--- config.mk ---
export PLATFORM = sky130hd
export DESIGN_NAME = lzd_divider
export DESIGN_NICKNAME = d
export VERILOG_FILES = /design/src/sv/lzd_divider.sv
export SDC_FILE = /design/constraint.sdc
export NUM_CORES = 1
export LEC_CHECK = 0
export BUFFER_PORTS_ARGS = -buffer_cell sky130_fd_sc_hd__buf_2
export CORE_UTILIZATION = 35
export DETAILED_ROUTE_END_ITERATION = 8
export PLACE_DENSITY = 0.65
export REMOVE_ABC_BUFFERS = 1
export SETUP_SLACK_MARGIN = 0.05
export SLEW_MARGIN = 20
export SYNTH_ARGS = -nofsm -noshare
export SYNTH_HDL_FRONTEND = slang
export SYNTH_SLANG_ARGS = --single-unit
export TNS_END_PERCENT = 30
--- constraint.sdc ---
create_clock -name clock -period 2.65 [get_ports clock]
set_input_delay 0.53 -clock clock [delete_from_list [all_inputs] [get_ports clock]]
set_output_delay 0.53 -clock clock [all_outputs]
set_load 0.05 [all_outputs]
--- src/sv/lzd_divider.sv ---
// lzd_divider: restoring remainder unit, one quotient bit a cycle.
// Depends on nothing but its parameters.
`default_nettype none
module lzd_divider #(
   parameter int KW = 24,
   parameter int DW = 14
) (
   input  wire logic          clock,
   input  wire logic          reset,
   input  wire logic          start,
   input  wire logic [KW-1:0] dividend,
   input  wire logic [DW-1:0] divisor,
   output logic               done,
   output logic      [DW-1:0] remainder
);
   localparam int CNW = $clog2(KW + 1);

   logic [KW-1:0]  q_ff, q_in;
   logic [DW-1:0]  d_ff, d_in;
   logic [DW-1:0]  r_ff, r_in;
   logic [CNW-1:0] cnt_ff, cnt_in;
   logic           run_ff, run_in;
   logic           done_ff, done_in;
   logic [DW:0]    sh;

   always_comb begin
      q_in    = q_ff;
      d_in    = d_ff;
      r_in    = r_ff;
      cnt_in  = cnt_ff;
      run_in  = run_ff;
      done_in = 1'b0;
      sh      = {r_ff, q_ff[KW-1]};
      if (start) begin
         q_in   = dividend;
         d_in   = divisor;
         r_in   = '0;
         cnt_in = '0;
         run_in = 1'b1;
      end else if (run_ff) begin
         if (sh >= {1'b0, d_ff}) begin
            sh = sh - {1'b0, d_ff};
         end
         r_in   = sh[DW-1:0];
         q_in   = {q_ff[KW-2:0], 1'b0};
         cnt_in = cnt_ff + 1'b1;
         if (cnt_ff == CNW'(KW - 1)) begin
            run_in  = 1'b0;
            done_in = 1'b1;
         end
      end
   end

   always_ff @(posedge clock) begin
      if (reset) begin
         run_ff  <= 1'b0;
         done_ff <= 1'b0;
      end else begin
         run_ff  <= run_in;
         done_ff <= done_in;
      end
      q_ff   <= q_in;
      d_ff   <= d_in;
      r_ff   <= r_in;
      cnt_ff <= cnt_in;
   end

   assign done      = done_ff;
   assign remainder = r_ff;
endmodule
`default_nettype wire

After elaboration in Yosys (flattened, before gate mapping)
Cells that the tools add are included.

storage, ports and cells
  register bits after elaboration = 59
  latch bits = 0
  memory bits (writable) = 0
  bits in read-only memories = 0
  input port bits = 41
  word-level logic and storage cells = 20
  memories kept = 0

cells by class
  add/sub/neg operators = 2
  $mul = 0
  div/mod/pow operators = 0
  magnitude comparators = 1
  eq/ne operators = 1
  shift operators = 0
  mux-type cells = 7
  bitwise gates (word level) = 1
  reductions and logical operators = 2

operator list
  operator             count
  $mux 24              2
  $ge 15x14->1         1
  $mux 14              1
  $sub 14x14->14       1
  $add 5x1->5 const B  1
  $eq 5x5->1 const B   1
  $mux 1               4
  $reduce_or 3->1      1
  $reduce_bool 2->1    1
  $not 1->1            1

Logic depth before layout (Yosys ltp)
Gate-level depths: netlist of the first run.

  word-level depth = 4
  depth in mapped cells = 10

Worst setup path before layout of the first run
OpenSTA, ideal clock, no wires.

  kind = register to register
  start = reg r_ff[0] (netlist: remainder[0])
  end = reg r_ff[2] (netlist: remainder[2])
  library setup time = 117 ps
  arrival = 2,337 ps
  data required time = 2,533 ps
  setup slack = 195 ps
  cell stages (with the launch flop) = 8
  path buffers = 0
  clock period less this slack = 2,455 ps
  cell sequence = dfxtp_1 -> ha_1 -> nor2b_1 -> o31a_4 -> o211ai_4 -> a211oi_2 -> or3_1 -> a32o_1

between the ends
  cells in the longest elaborated chain, start to end = 2
  elaborated cells on any way between the ends = 3
  classes of those cells = add/sub (1); order compare (1); mux (1)

RTL lines
  item                                                   RTL line  source
  start: declaration                                     20        logic [DW-1:0] r_ff, r_in;
  start signal: assignment                               64        r_ff <= r_in;
  $sub 14x14->14 / $ge 15x14->1 (equally long branches)  42, 41
  $mux 14 *                                              41        if (sh >= {1'b0, d_ff}) begin

Mark *: on every way between the ends. The rest lies on a longest branch, timed or not.
A chain may end at the register's enable or synchronous reset.

Worst setup path after layout of the first run
  start = reg q_ff[23]
  end = reg r_ff[8] (netlist: remainder[8])

between the ends
  cells in the longest elaborated chain, start to end = 2
  elaborated cells on any way between the ends = 3
  classes of those cells = add/sub (1); order compare (1); mux (1)

RTL lines
  item                                                   RTL line  source
  start: declaration                                     18        logic [KW-1:0] q_ff, q_in;
  start signal: assignment                               62        q_ff <= q_in;
  $sub 14x14->14 / $ge 15x14->1 (equally long branches)  42, 41
  $mux 14 *                                              41

Marks and branches as above.

==> results of run 1 <==
==> stage by stage <==
stage	instances	total power, W
floorplan	265	0.00141
global placement	436	0.00154
detailed placement	436	0.00154
CTS	452	0.00238
global route	452	0.00247
finish	452	0.00236
==> worst max-delay path, stage by stage, from the launching register on <==
cell and delay (ns):
edfxtp_1 0.40, inv_1 0.07, ha_1 0.16, inv_1 0.06, fa_1 0.41, a21o_1 0.21, a31o_2 0.26, o22a_1 0.26
xnor2_1 0.16, o21ai_0 0.09, a32o_1 0.28
==> report_power, final <==
part / total, W / internal [W] / switching (W)
clock: 0.000829 / 0.000459 / 0.000371
combinational: 0.000434 / 0.000189 / 0.000245
sequential: 0.00109 / 0.00106 / 0.0000313
total: 0.00236 / 0.00171 / 0.000647
==> worst max path at each step <==
stage                   end  slack, ns  cells after the start
3_3_place_gp   remainder[8]       0.20                     10
4_1_cts        remainder[9]       0.14                      8
2_1_floorplan  remainder[6]       0.02                      5
3_5_place_dp   remainder[8]       0.17                      8
6_report       remainder[8]       0.18                     10
5_1_grt        remainder[8]       0.05                     10
==> routing by layer <==
metal	track usage, %	up-vias
met2	24.2	58
met4	6.41	0
met3	5.08	11
li1	-	1176
met1	19.1	1115
met5	0	-
==> cell families (layout without fill, tap and decap cells) <==
logic type	count (synthesis)	in the layout	synth area share, %
muxes	26	26	9.01
xor gates and xnor gates	12	12	3.28
DFF	59	59	48.7
adders and majority gates	16	16	6.47
AOI/OAI and AO/OA	68	68	17.1
and+or+nand+nor	67	67	11.0
buffers and inverters	33	96	4.52
==> flip-flops by register name, indices dropped and copies added, names as in the netlist <==
signal	flops
q_ff	24
d_ff	14
remainder	14
cnt_ff	5
done	1
run_ff	1
==> placed cells by master, fill, tap and decap left out, types with 2 or more instances in the layout <==
master and n:
nand4_1 4, buf_2 55, inv_1 17, mux2_2 23, clkbuf_8 10, o32ai_1 3, o21ai_0 9, mux2i_1 3
clkinvlp_4 2, edfxtp_1 38, xnor2_1 8, a21o_1 4, nand2_1 11, and2_1 2, nand2b_1 4, dfxtp_1 21
o21a_1 4, a311oi_2 5, nor2_1 17, nor2b_1 2, nor4_1 2, a211o_1 2, xor2_1 4, a32oi_1 2
a21oi_1 12, nand3_1 10, ha_1 15, o211ai_1 2, buf_4 8, or3_1 3, a32o_1 2, clkbuf_1 2
o21ai_1 2, a211oi_1 3, nor3_1 3
==> cell type report <==
type	instances	area (sq um)
Tap cell	108	135
Multi-Input combinational cell	189	1510
Clock inverter	4	50.0
Inverter	17	63.8
Clock buffer	12	145
Timing Repair Buffer	63	335
Sequential cell	59	1560
Fill cell	838	5000
==> synth_stat cells (all sizes together), types with 2 or more instances <==
cell type / n
o31a: 2
a21o: 5
nand4: 4
nand2b: 4
edfxtp: 38
dfxtp: 21
a32o: 2
xor2: 4
buf: 6
ha: 15
nand3: 10
a32oi: 2
mux2: 23
clkbuf: 10
o21ai: 11
nor2b: 3
nor4: 2
o21a: 4
a211oi: 4
inv: 17
nand2: 11
and2: 2
a21oi: 13
xnor2: 8
a311oi: 6
or3: 4
mux2i: 3
o311ai: 2
nor3: 3
a211o: 3
o211ai: 3
and3: 2
nor2: 18
o32ai: 3
==> repair_timing <==
| action | CTS | global route |
|---|---|---|
| gates resized for setup | 0 | 2 |
| endpoints found under the setup margin | 0 | 9 |
| setup buffers | 0 | 0 |
==> flow_summary.toml, run 1 <==
[status]
status = "finished with violations"
failed_checks = "DRC"

[final_layout]
drive_above_1_share_pct = 34.0
design_area_sq_um = 3800
n_antenna_cell = 0
fin_util_pct = 43.2
final_nets = 396
area_growth_pct = 18.5

[route]
met2_length_um = 3160
routedWlPerCell_um = 15.1
antenna_left = 0
drtIter0Drc = 105
vias_per_cell = 5.22
vias = 2360
dr_wl_met3_um = 410
highest_layer = "met4"
dr.pass1.iters = 8
wl_um = 6830
wl_met1_um = 3140
drc_errors = 6

[global_route]
grt_pass1_wl_um = 11300
grt_pass1_vias = 2334
antenna_found_initial = 0
grt_usage_pct = 15.3
overflow = 0
grt_max_degree = 29

[sta]
hold_violations = 0
relSlewSlack_pct = 57.6
setup_viol = 0
setup_tns_ns = 0
max_slew.worst_pin.slew_ns = 0.634
finalMaxSlewViolations = 0
clock.fmax_mhz = 405
hold_slack_ns = 0.345
period_share_pct = 93.1
worst_clock_skew_ns = 0.00854
rsz0062_at_grt = "no"
setup_slack_ns = 0.182
period_needed_ns = 2.47

[critical_path]
worst_ep_arrival_time_ns = 2.71
rrSetupSlack_ns = 0.18
ff2ff_path_depth = 10
r2r_start = "q_ff[23]"
crit_path_end_kind = "flip-flop"
critPathMaxFanout = 4
startpoint = "q_ff[23]"
critPathLaunchType = "flip-flop"
rr_endpoint = "remainder[8]"
required_ns = 2.89
path_class = "reg -> reg"

[synthesis]
synth-seq-cells = 59
synth_top_area_share_pct = 35.6
yosysSeqAreaShare_pct = 48.7
synthFlopType = "edfxtp_1"
netlist_area_sq_um = 3210
netlist_top_cells_area = "edfxtp_1, dfxtp_1, mux2_2"
synth_cell_types = 62
syn_inst = 281
synth-async-reset-ratio_pct = 0
synth_top_area_cell = "edfxtp_1"
synth_edf_count = 38
avgSynthCellArea_sq_um = 11.4
yosys_warnings = 0

[clock_tree]
clk_path_buf_depth = 2
holdBufCountCts = 0
clock_latency_ns = 0.35
cts_tree = "done"
cts_buffers = 9
clock-sinks = 59
cts_root_buf = "clkbuf_8"
path_clk_slew_ns = 0.07
htreeDepth = 3

[place]
globalplace.congestion = 0.865
place_hpwl_um = 4700
io_buffers = 55
place_area_sq_um = 3600
dp_slack_ns = 0.166

[power]
power.density_nw_per_um2 = 620
ir_worst_vdd_mv = 0.371
static-leakage-power_nw = 1.57

[floorplan]
core.rowCount = 34
coreArea_sq_um = 8810
die_x_um = 97.7
die_h_um = 97.7
initial_core_util_pct = 36.4
io_pins = 56
die_area_sq_um = 9550

[run]
drv_cap = 0

[hold_path]
hold_end = "run_ff"
min_from = "reset"
holdPathStages = 2
hold_class = "in -> reg"
(Power assumes the default switching activity.)
==> inputs of run 2 (changes only) <==
--- a/config.mk
+++ b/config.mk
@@ -6,6 +6,7 @@
 export NUM_CORES = 1
 export LEC_CHECK = 0
 export BUFFER_PORTS_ARGS = -buffer_cell sky130_fd_sc_hd__buf_2
+export CORE_ASPECT_RATIO = 0.5
 export CORE_UTILIZATION = 35
 export DETAILED_ROUTE_END_ITERATION = 8
 export PLACE_DENSITY = 0.65
==> run 2 against run 1 <==
Compared with the run above:
- the run now ends clean
- critical path depth stayed put
- total power grew 11%
- wire length up 3.5%
- non-clock buffer count is 1 higher
- clock power up 31%
- register-to-register slack improved by 0.04 ns
- die area increased by 0.24%
- clock-buffer cell count did not move
- sequential share of layout area down 1.2 points
- highest routed layer unchanged
- combinational power grew 0.9%
- final area increased by 3.0%
- final cell count up 2.2%
==> flow_summary.toml, run 2 (synthesis results as in run 1) <==
[floorplan]
initial_core_util_pct = 36.5
die_area_sq_um = 9580
core.rowCount = 24
die_h_um = 69.7
coreArea_sq_um = 8800
io_pins = 56
die_x_um = 137

[clock_tree]
cts_tree = "done"
cts_buffers = 9
clock_latency_ns = 0.33
cts_root_buf = "clkbuf_16"
clock-sinks = 59
htreeDepth = 3
post-cts-setup-buffers = 0
path_clk_slew_ns = 0.05
clk_path_buf_depth = 2

[route]
vias_per_cell = 5.25
drtIter0Drc = 186
dr.pass1.iters = 4
drc_errors = 0
vias = 2424
routedWlPerCell_um = 15.3
wl_um = 7070
antenna_left = 0

[final_layout]
largest_reg_flops = 24
fin_util_pct = 44.5
regMostFlops = "q_ff"
drive_above_1_share_pct = 34.8
final_nets = 397
n_antenna_cell = 0
final_cell_mix = "buf_2, edfxtp_1, mux2_2"
final_common_cell = "buf_2"
area_growth_pct = 22.0

[sta]
setup_viol = 0
period_share_pct = 91.5
period_needed_ns = 2.43
hold_violations = 0
setup_tns_ns = 0
rsz0062_at_grt = "no"
setup_slack_ns = 0.224
max_slew.worst_pin.slew_ns = 0.660
clock.fmax_mhz = 412
finalMaxSlewViolations = 0
relSlewSlack_pct = 55.8
worst_clock_skew_ns = 0.00765

[critical_path]
path_class = "reg -> reg"
crit_family = "compound AO/OA/AOI/OAI gates"
slowest_delay_ns = 0.41
rrSetupSlack_ns = 0.22
critPathLaunchType = "flip-flop"
rr_endpoint = "remainder[8]"
ff2ff_path_depth = 10
cp_num_buf_inv = 2
slowest_stage = "fa_1"
crit_path_end_kind = "flip-flop"
crit_top_cell = "inv_1"
r2r_start = "q_ff[23]"
required_ns = 2.87
critPathMaxFanout = 4
path_cells = "inv_1 > ha_1 > inv_1 > fa_1 > a21o_1 > a31o_2 > o22a_2 > xnor2_1 > o21ai_0 > a32o_1"
worst_ep_arrival_time_ns = 2.64

[hold_path]
hold_class = "in -> reg"
min_from = "divisor[11]"
hold_end = "d_ff[11]"
holdPathStages = 1

[status]
status = "complete, no violations"

[power]
power.density_nw_per_um2 = 670
static-leakage-power_nw = 1.62
ir_worst_vdd_mv = 0.272

[global_route]
grt_max_degree = 35
overflow = 0
grt_pass1_wl_um = 11700
grt_usage_pct = 16.3
antenna_found_initial = 0
grt_pass1_vias = 2362

[place]
dp_slack_ns = 0.182
place_hpwl_um = 5060
globalplace.congestion = 0.876
io_buffers = 55

[run]
drv_cap = 0
## run 2: changes by cell type in the layout (fill, tap and decap cells not counted), sizes merged
| cell | change |
|---|---|
| clkinvlp | -2 |
| clkinv | +3 |
| buf | +1 |
| bufinv | -1 |
## run 2: how the worst max path moves through the flow
stage	cells past startpoint	slack, ns	end	startpoint
floorplan	5	0.02	remainder[6]	remainder[11]
global placement	10	0.19	remainder[12]	q_ff[23]
detailed placement	7	0.18	remainder[2]	remainder[9]
CTS	10	0.15	remainder[12]	q_ff[23]
global route	8	0.09	remainder[8]	d_ff[10]
finish	10	0.22	remainder[8]	q_ff[23]
## run 2: through the flow
stage / total power [W] / std cells / area [sq um] / hold WS (ns)
CTS: 0.00266 / 462 / 3900 / 0.360
finish: 0.00262 / 462 / 3910 / 0.369
global placement: 0.00154 / 446 / 3620 / 0.494
global route: 0.00274 / 462 / 3910 / 0.356
detailed placement: 0.00155 / 446 / 3620 / 0.508
floorplan: 0.00141 / 265 / 3130 / 0.479
## run 2: layer usage
| metal | part of all wire [%] | GRT usage, % | vias up |
|---|---|---|---|
| met1 | 46 | 20.6 | 1152 |
| met2 | 46 | 24.1 | 75 |
| met4 | 1.6 | 7.45 | 0 |
| met3 | 6.3 | 6.43 | 12 |
| li1 | - | - | 1185 |
| met5 | 0 | 0 | - |
## run 2: timing repair
item | CTS | global route
gates resized for setup | 0 | 4
endpoints found under the setup margin | 0 | 10
hold buffers | 0 | 0
## run 2: layout make-up
cell class | instances | area [sq um]
clock buffer | 12 | 258
clock inverter | 4 | 23.8
fill | 846 | 4880
inverter | 17 | 63.8
multi-input combinational | 189 | 1520
sequential | 59 | 1560
tap | 117 | 146
timing repair buffer | 64 | 343
## run 2: power breakdown
part	total, W	internal [W]	leakage (nW)	switching [W]
clock	0.00109	0.000685	0.141	0.000401
combinational	0.000438	0.000191	0.928	0.000248
sequential	0.00110	0.00106	0.550	0.0000344
total	0.00262	0.00194	1.62	0.000683
